==> src/rtl/core/lzss_stream_decompressor_assert.svh <==
// Assertion macros shared by the decompressor modules.
`ifndef LZSS_STREAM_DECOMPRESSOR_ASSERT_SVH
`define LZSS_STREAM_DECOMPRESSOR_ASSERT_SVH

// Same-cycle implication, checked outside reset.
`define LZSS_ASSERT_IMP(label, clk, rst_n, ante, cons, msg) \
    label: assert property (@(posedge clk) disable iff (!(rst_n)) (ante) |-> (cons)) \
        else $error(msg);

// Next-cycle implication, checked outside reset.
`define LZSS_ASSERT_NXT(label, clk, rst_n, ante, cons, msg) \
    label: assert property (@(posedge clk) disable iff (!(rst_n)) (ante) |=> (cons)) \
        else $error(msg);

`endif

==> src/rtl/core/lzss_pkg.sv <==
// Types, constants and command/status structs of the LZSS decompressor.
package lzss_pkg;

    localparam int WINDOW_SIZE = 4096;
    localparam int ADDR_W      = $clog2(WINDOW_SIZE);
    localparam int FILL_W      = ADDR_W + 1;
    localparam int LEN_W       = 5;

    localparam logic [ADDR_W-1:0] START_PTR = ADDR_W'(WINDOW_SIZE - 18);
    localparam logic [7:0]        FILL_BYTE = 8'h20;
    localparam logic [LEN_W-1:0]  MIN_MATCH = LEN_W'(3);

    // Header byte positions of the length field.
    localparam logic [1:0] HDR_B0 = 2'd0;
    localparam logic [1:0] HDR_B1 = 2'd1;
    localparam logic [1:0] HDR_B2 = 2'd2;
    localparam logic [1:0] HDR_B3 = 2'd3;

    typedef enum logic [2:0] {
        ST_HDR0,
        ST_HDR1,
        ST_HDR2,
        ST_HDR3,
        ST_CMD,
        ST_OFFHI,
        ST_LIT,
        ST_COPY
    } t_state;

    typedef struct packed {
        logic       in_ready;
        logic       hdr_ld;
        logic [1:0] hdr_idx;
        logic       flag_ld;
        logic       flag_shift;
        logic       lit_ld;
        logic       off_ld;
        logic       copy_start;
        logic       emit_lit;
        logic       emit_copy;
    } t_cmd;

    typedef struct packed {
        logic in_valid;
        logic out_free;
        logic hdr_zero;
        logic flag_empty;
        logic flag_bit;
        logic emit_last;
        logic copy_last;
    } t_stat;

endpackage

==> src/rtl/core/lzss_ctrl.sv <==
// Parsing state machine of the LZSS decompressor.
`include "lzss_stream_decompressor_assert.svh"

module lzss_ctrl (
    input  logic           i_clk,
    input  logic           i_rst_n,
    input  lzss_pkg::t_stat i_stat,
    output lzss_pkg::t_cmd  o_cmd
);

    lzss_pkg::t_state r_state;
    lzss_pkg::t_state n_state;

    always_ff @(posedge i_clk) begin
        if (!i_rst_n) begin
            r_state <= lzss_pkg::ST_HDR0;
        end else begin
            r_state <= n_state;
        end
    end

    always_comb begin
        n_state = r_state;
        case (r_state)
            lzss_pkg::ST_HDR0: begin
                if (i_stat.in_valid) n_state = lzss_pkg::ST_HDR1;
            end
            lzss_pkg::ST_HDR1: begin
                if (i_stat.in_valid) n_state = lzss_pkg::ST_HDR2;
            end
            lzss_pkg::ST_HDR2: begin
                if (i_stat.in_valid) n_state = lzss_pkg::ST_HDR3;
            end
            lzss_pkg::ST_HDR3: begin
                if (i_stat.in_valid) begin
                    n_state = i_stat.hdr_zero ? lzss_pkg::ST_HDR0 : lzss_pkg::ST_CMD;
                end
            end
            lzss_pkg::ST_CMD: begin
                if (i_stat.in_valid && !i_stat.flag_empty) begin
                    n_state = i_stat.flag_bit ? lzss_pkg::ST_LIT : lzss_pkg::ST_OFFHI;
                end
            end
            lzss_pkg::ST_OFFHI: begin
                if (i_stat.in_valid) n_state = lzss_pkg::ST_COPY;
            end
            lzss_pkg::ST_LIT: begin
                if (i_stat.out_free) begin
                    n_state = i_stat.emit_last ? lzss_pkg::ST_HDR0 : lzss_pkg::ST_CMD;
                end
            end
            lzss_pkg::ST_COPY: begin
                if (i_stat.out_free) begin
                    if (i_stat.emit_last) begin
                        n_state = lzss_pkg::ST_HDR0;
                    end else if (i_stat.copy_last) begin
                        n_state = lzss_pkg::ST_CMD;
                    end
                end
            end
            default: n_state = lzss_pkg::ST_HDR0;
        endcase
    end

    always_comb begin
        o_cmd = '0;
        case (r_state)
            lzss_pkg::ST_HDR0: begin
                o_cmd.in_ready = 1'b1;
                o_cmd.hdr_ld   = i_stat.in_valid;
                o_cmd.hdr_idx  = lzss_pkg::HDR_B0;
            end
            lzss_pkg::ST_HDR1: begin
                o_cmd.in_ready = 1'b1;
                o_cmd.hdr_ld   = i_stat.in_valid;
                o_cmd.hdr_idx  = lzss_pkg::HDR_B1;
            end
            lzss_pkg::ST_HDR2: begin
                o_cmd.in_ready = 1'b1;
                o_cmd.hdr_ld   = i_stat.in_valid;
                o_cmd.hdr_idx  = lzss_pkg::HDR_B2;
            end
            lzss_pkg::ST_HDR3: begin
                o_cmd.in_ready = 1'b1;
                o_cmd.hdr_ld   = i_stat.in_valid;
                o_cmd.hdr_idx  = lzss_pkg::HDR_B3;
            end
            lzss_pkg::ST_CMD: begin
                o_cmd.in_ready   = 1'b1;
                o_cmd.flag_ld    = i_stat.in_valid && i_stat.flag_empty;
                o_cmd.flag_shift = i_stat.in_valid && !i_stat.flag_empty && i_stat.flag_bit;
                o_cmd.lit_ld     = i_stat.in_valid && !i_stat.flag_empty && i_stat.flag_bit;
                o_cmd.off_ld     = i_stat.in_valid && !i_stat.flag_empty && !i_stat.flag_bit;
            end
            lzss_pkg::ST_OFFHI: begin
                o_cmd.in_ready   = 1'b1;
                o_cmd.copy_start = i_stat.in_valid;
                o_cmd.flag_shift = i_stat.in_valid;
            end
            lzss_pkg::ST_LIT: begin
                o_cmd.emit_lit = i_stat.out_free;
            end
            lzss_pkg::ST_COPY: begin
                o_cmd.emit_copy = i_stat.out_free;
            end
            default: o_cmd = '0;
        endcase
    end

    `LZSS_ASSERT_NXT(a_copy_enters, i_clk, i_rst_n, o_cmd.copy_start, r_state == lzss_pkg::ST_COPY, "copy start did not enter the copy state")
    `LZSS_ASSERT_NXT(a_end_to_header, i_clk, i_rst_n, (o_cmd.emit_lit || o_cmd.emit_copy) && i_stat.emit_last, r_state == lzss_pkg::ST_HDR0, "stream end did not return to header parsing")
    `LZSS_ASSERT_IMP(a_emit_needs_slot, i_clk, i_rst_n, o_cmd.emit_lit || o_cmd.emit_copy, i_stat.out_free && !o_cmd.in_ready, "byte emitted without a free output slot")

endmodule

==> config.mk <==
export PLATFORM = sky130hd
export DESIGN_NAME = lzss_ctrl
export DESIGN_NICKNAME = d
export VERILOG_FILES = /design/src/rtl/core/lzss_pkg.sv /design/src/rtl/core/lzss_ctrl.sv
export VERILOG_INCLUDE_DIRS = /design/src /design/src/rtl/core
export SDC_FILE = /design/constraint.sdc
export NUM_CORES = 1
export LEC_CHECK = 0
export ABC_AREA = 1
export BUFFER_PORTS_ARGS = -buffer_cell sky130_fd_sc_hd__buf_2
export CAP_MARGIN = 25
export CORE_AREA = 2 2 39 41
export DETAILED_ROUTE_END_ITERATION = 6
export DIE_AREA = 0 0 41 43
export PLACE_DENSITY = 0.49
export SLEW_MARGIN = 15
export SYNTH_ARGS = -nofsm -noshare
export SYNTH_HDL_FRONTEND = slang
export SYNTH_SLANG_ARGS = --single-unit
==> constraint.sdc <==
create_clock -name i_clk -period 2.5 [get_ports i_clk]
set_input_delay 0.5 -clock i_clk [delete_from_list [all_inputs] [get_ports i_clk]]
set_output_delay 0.5 -clock i_clk [all_outputs]
set_load 0.05 [all_outputs]
==> results of run 1 <==
==> critical path, cell delays in order (launching register included) <==
cell,delay [ns]
dfxtp_1,0.36
nor2_1,0.23
nand2_1,0.13
nor3_1,0.15
buf_2,0.29
==> path summary, 6_finish.rpt <==
kind	slack, ns	depth (start not counted)	end
max	0.61	4	o_cmd[6]
min	0.50	3	r_state[0]
max reg2reg	1.27	7	r_state[2]
min reg2reg	0.57	2	r_state[0]
==> Yosys cell counts <==
cell type and count:
nand2_2 2, inv_1 12, clkinv_2 1, o22ai_1 1, dfxtp_1 3, a21oi_1 5
nand3_2 1, buf_6 1, nor3_1 4, nand3_1 4, a22oi_1 1, nor2_1 11
nand2_1 13, o21ai_1 1, nand3b_1 1
==> kinds of logic (layout without fill, tap and decap cells) <==
group,Yosys count,after routing
and+or+nand+nor,36,36
AOI/OAI and AO/OA,8,8
buffers and inverters,14,36
DFF,3,3
==> cell type report <==
type                       count  area share
timing repair buffer          19       0.209
inverter                      13       0.110
sequential                     3       0.132
tap                           16      0.0440
clock buffer                   4      0.0577
multi-input combinational     44       0.448
==> per-stage QoR <==
stage          instance area, sq um  hold slack [ns]  instances
2_1_floorplan                   325            0.515         61
3_3_place_gp                    429            0.590         95
3_5_place_dp                    429            0.593         95
4_1_cts                         455            0.492         99
5_1_grt                         455            0.495         99
6_report                        455            0.502         99
==> per-layer routing <==
layer,up-vias,GRT usage
met1,190,0.122
met3,0,0.0471
li1,235,-
met4,0,0.0800
met2,10,0.181
met5,-,0
==> power groups by stage <==
stage                     clock (W)  sequential [W]  combinational, W
after detailed placement          0        0.000119          0.000397
after global routing      0.0000991        0.000123          0.000445
after global placement            0        0.000120          0.000400
after floorplan                   0       0.0000950          0.000352
final                     0.0000857        0.000116          0.000394
after CTS                 0.0000910        0.000116          0.000399
==> summary.md, run 1 <==
| Metric | Value |
|---|---|
| Setup ws final | 0.613 ns |
| Fill cells | 173 |
| WL met3 | 43 microns |
| RePlAce Congestion | 0.691 |
| Routed len/inst | 8.37 microns |
| TritonCTS clock tree | yes |
| Status | complete, no violations |
| XOR/XNOR share of the synthesized area | 0 |
| Critical path data required time | 2.00 ns |
| Net Sw Power | 0.000352 W |
| ANT nets after route | 0 |
| Final setup vio count | 0 |
| Largest Register | r_state |
| Int Power | 0.000244 W |
| CTS Hold Bufs | 0 |
| WL met2 | 415 microns |
| Worst r2r src | r_state[2] |
| Fin Setup TNS | 0 ns |
| Worst Setup End Kind | output pin |
| Most frequent cells in the layout | buf_2 (19), nand2_1 (13), inv_1 (12), nor2_1 (11), a21oi_1 (5) |
| Kind of critical path | flip-flop to output pin |
| Yosys top cell by area | dfxtp_1 |
| Fin crit share | 0.755 |
| Synth top area cells | dfxtp_1 (18%), nand2_1 (15%), inv_1 (14%), nor2_1 (13%), a21oi_1 (7.7%) |
| RSZ-0062 raised after global routing | false |
| Initial DRC Count | 2 |
| Largest net degree at the start of global routing | 9 |
| Startpoint Class | flip-flop |
| Synth Register Bits | 3 |
| Worst vdd ir | 390 uV |
| Post_cts resized | 0 |
| Skew final | 0.00232 ns |
| Max layer used | met3 |
| Area of the multi-input gates | 204 sq um |
| Most common cell after layout, fill and taps aside | buf_2 |
| Seq. cell area | 60.1 sq um |
| Clock share of power | 0.144 |
| Initial Util | 0.235 |
| Synth Area in Compound Gates | 0.135 |
| CP Launch Point | r_state[0] |
| Pwr Total | 0.000596 W |
| Routed Wire Length | 829 microns |
| Area share of fa/ha/maj cells after synthesis | 0 |
| Largest family of logic cells by synthesized area | simple AND/OR/NAND/NOR gates |
| Mux cell area share after synthesis | 0 |
| Synth unique cells | 15 |
| Slew Viols, Final | 0 |
| Max Cap Viol | 0 |
| CTS Buf Count | 3 |
| Core Area | 1380 sq um |
| First-pass GRT wire length | 1370 microns |
| Vias/cell | 4.39 |
| Clk sinks | 3 |
| H-tree depth | 1 |
| Avg Inst Size Synth | 5.33 sq um |
| Maximum buffer depth of the clock tree | 2 |
| Critical Path Fanout Max | 6 |
| Switching share of power | 0.591 |
| Clock transition at the registers of the reported paths | 0.04 ns |
| Worst Max-Slew Pin Slew | 0.279 ns |
| HPWL after DPL | 700 microns |
| I/O Buffers | 19 |
| Leak pwr | 0.289 nW |
| Top Registers | r_state: 3 flops |
| Max reg flops | 3 |
| Core Util, Final | 0.329 |
| Mapped Cells | 61 |
| Residual DRC count | 0 |
| Final net count | 93 |
| Clock root buffer | clkbuf_4 |
| Diode count | 0 |
| Tot GR Track Use | 0.117 |
| Sequential share of power | 0.195 |
| Vias in the first global route | 362 |
| Chip height | 43 microns |
| Width of the die | 41 microns |
| Die ar. | 1760 sq um |
| Final Hold Viols | 0 |
| Max Clock Freq | 530 MHz |
| Pre-CTS setup slack | 0.783 ns |
| Core Rows | 14 |
| Pwr dens | 1310 nW/um^2 |
| Crit path arrival time | 1.39 ns |
| Yosys warnings | 0 |
| Area grow syn2layout | 40.0% |
| Synth top area share | 0.185 |
| Post-layout minimum cycle time | 1.89 ns |
| I/O Pins | 20 |
| Post-CTS Setup Inserts | 0 |
| Min-delay worst type | input pin to flip-flop |
| Hold Path Origin | i_rst_n |
| Via count | 435 |
| WL met1 | 370 microns |
| Post-synthesis simple-gate area fraction | 0.492 |
| Clock Latency Late Sink | 0.23 ns |
| Share of layout cells above drive strength 1 | 0.313 |
| Register area share after synthesis | 0.185 |
| Cell Area, Synth | 325 sq um |
| Combinational power share | 0.661 |
| Relative slew slack | 0.813 |
| Syn nets | 70 |
| GR Overflow Total | 0 |
| Initial antenna violation count | 0 |
| Pre-antenna DRT Iters | 2 |
Power figures use the tool's default switching activity.
==> run 2, diff against run 1 <==
--- a/config.mk
+++ b/config.mk
@@ -6,7 +6,7 @@
 export SDC_FILE = /design/constraint.sdc
 export NUM_CORES = 1
 export LEC_CHECK = 0
-export ABC_AREA = 1
+export ABC_AREA = 0
 export BUFFER_PORTS_ARGS = -buffer_cell sky130_fd_sc_hd__buf_2
 export CAP_MARGIN = 25
 export CORE_AREA = 2 2 39 41
==> constraint.sdc (replaced) <==
create_clock -name i_clk -period 1.6 [get_ports i_clk]
set_input_delay 0.32 -clock i_clk [delete_from_list [all_inputs] [get_ports i_clk]]
set_output_delay 0.32 -clock i_clk [all_outputs]
set_load 0.05 [all_outputs]
==> summary.md, run 2 <==
| Metric | Value |
|---|---|
| RSZ-0062 raised after global routing | true |
| Startpoint Class | flip-flop |
| Top Registers | r_state: 3 flops |
| Max Clock Freq | 625 MHz |
| Slew Viols, Final | 0 |
| Max reg flops | 3 |
| Worst Setup End Kind | output pin |
| Clock Latency Late Sink | 0.25 ns |
| Clk sinks | 3 |
| Largest Register | r_state |
| Die ar. | 1760 sq um |
| TritonCTS clock tree | yes |
| Fin crit share | 0.999 |
| Pwr dens | 747 nW/um^2 |
| Synth top area cells | dfxtp_1 (20%), nor2b_1 (11%), nand2_1 (7.6%), o21ai_0 (5.1%), a211oi_1 (5.1%) |
| Synth top area share | 0.203 |
| Tot GR Track Use | 0.130 |
| Synth Register Bits | 3 |
| Area grow syn2layout | 86.5% |
| Initial antenna violation count | 0 |
| Diode count | 0 |
| Syn nets | 52 |
| Synth unique cells | 24 |
| I/O Buffers | 19 |
| First-pass GRT wire length | 1510 microns |
| I/O Pins | 20 |
| Slowest CP cell | dfxtp_2 |
| Pre-antenna DRT Iters | 2 |
| Core Area | 1380 sq um |
| Placed cell count | 81 |
| Residual DRC count | 0 |
| Post-layout minimum cycle time | 1.60 ns |
| Share of layout cells above drive strength 1 | 0.580 |
| Critical path data required time | 1.28 ns |
| Vias in the first global route | 374 |
| Critical Path Fanout Max | 3 |
| Via count | 425 |
| Maximum buffer depth of the clock tree | 2 |
| Yosys warnings | 0 |
| Ys async rst share | 0 |
| Post-Layout Cell Count | 85 |
| Setup ws final | 0.00115 ns |
| Relative slew slack | 0.834 |
| Final setup vio count | 0 |
| GR Overflow Total | 0 |
| Kind of critical path | flip-flop to output pin |
| Register area share after synthesis | 0.203 |
| Final Hold Viols | 0 |
| Pre-CTS setup slack | 0.00885 ns |
| Chip height | 43 microns |
| Core Util, Final | 0.400 |
| RePlAce Congestion | 0.715 |
| Routed Wire Length | 1030 microns |
| Avg Inst Size Synth | 6.90 sq um |
| Skew final | 0.0103 ns |
| Status | complete, no violations |
| Prevailing post-synth register cell | dfxtp_1 |
| Clock transition at the registers of the reported paths | 0.04 ns |
| ANT nets after route | 0 |
| Max Cap Viol | 0 |
| Most frequent cells after synthesis | nand2_1 (6), nor2b_1 (5), dfxtp_1 (3), inv_1 (3), o21ai_0 (3) |
| HPWL after DPL | 741 microns |
| CTS Buf Count | 3 |
| Final instance area | 553 sq um |
| Min-delay worst type | input pin to flip-flop |
| Worst Max-Slew Pin Slew | 0.251 ns |
| Initial Util | 0.214 |
| Crit path arrival time | 1.28 ns |
| Initial DRC Count | 14 |
| CP Cell Sequence | nor2b_4 > nand2_2 > nor4b_2 > buf_4 |
| Post-synth EDFFs | 0 |
| Core Rows | 14 |
| Mapped Cells | 43 |
| Largest net degree at the start of global routing | 10 |
| H-tree depth | 1 |
| Clock root buffer | clkbuf_4 |
| Final net count | 79 |
| Yosys top cell by area | dfxtp_1 |
| Cell Area, Synth | 297 sq um |
| CTS Hold Bufs | 0 |
| Most common cell after layout, fill and taps aside | buf_2 |
| Routed len/inst | 12.1 microns |
| DP Area | 459 sq um |
| Width of the die | 41 microns |
| Most frequent cells in the layout | buf_2 (10), buf_4 (9), nand2_1 (5), clkbuf_4 (4), buf_6 (4) |
| Vias/cell | 5.00 |
| Leak pwr | 0.252 nW |
| CP max stage delay | 0.33 ns |
| Worst vdd ir | 272 uV |
| Pwr Total | 0.000413 W |
| Count leader, synth | nand2_1 |
-- run 2: cell types whose count changed in the layout (fill, tap and decap cells not counted), sizes merged, moves of 2 or more --
| cell | change |
|---|---|
| inv | -9 |
| nor2 | -10 |
| o21ai | +2 |
| nand3 | -4 |
| nor3 | -3 |
| nor2b | +5 |
| a31oi | +2 |
| buf | +4 |
| and3 | +2 |
| a21oi | -4 |
| a211oi | +2 |
| nand2 | -9 |
-- run 2: kinds of logic after synthesis --
kind of cell | Yosys count | share of synthesized area
and+or+nand+nor | 23 | 0.451
AOI/OAI and AO/OA | 12 | 0.274
buffers and inverters | 5 | 0.0717
DFF | 3 | 0.203
-- run 2: layout make-up --
cell class / instances / area (sq um)
inverters: 3 / 11.3
fillers: 157 / 831
flip-flops and latches: 3 / 63.8
multi-input cells: 35 / 262
well taps: 16 / 20.0
repair buffers: 24 / 170
clock buffers: 4 / 26.3
-- run 2: critical path, delay by kind of cell, from the launching register on --
kind	cells	cell delay [ns]
flops	1	0.33
simple gates	3	0.47
buf+inv	1	0.23
-- run 2: power by group --
group          total [W]  switching [W]  internal [W]
logic           0.000171       0.000105     0.0000665
registers       0.000101      0.0000145     0.0000862
clock network   0.000141      0.0000474     0.0000940
total           0.000413       0.000167      0.000247
-- run 2: path summary, 6_finish.rpt --
path / start / endpoint / slack [ns] / depth (start not counted)
worst max-delay path: r_state[1] / o_cmd[4] / 0.001 / 4
worst min-delay path: i_rst_n / r_state[1] / 0.31 / 3
worst max register to register: r_state[0] / r_state[0] / 0.34 / 3
worst min register to register: r_state[1] / r_state[1] / 0.57 / 3
-- run 2: what timing repair did --
action,in CTS,in global routing
pin swaps,1,1
setup endpoints to repair,8,8
setup buffers,0,0
resized for setup,12,13
-- run 2: routing by layer --
layer,part of all wire,track usage,vias up
li1,-,-,207
met1,0.44,0.156,195
met2,0.43,0.172,20
met3,0.11,0.0419,3
met4,0.022,0.120,0
met5,0,0,-
-- run 2: per-stage QoR --
stage	hold slack, ns	TNS (ns)
global route	0.320	-0.124
CTS	0.315	-0.0216
floorplan	0.429	-0.574
finish	0.313	0
detailed placement	0.580	0
global placement	0.580	0
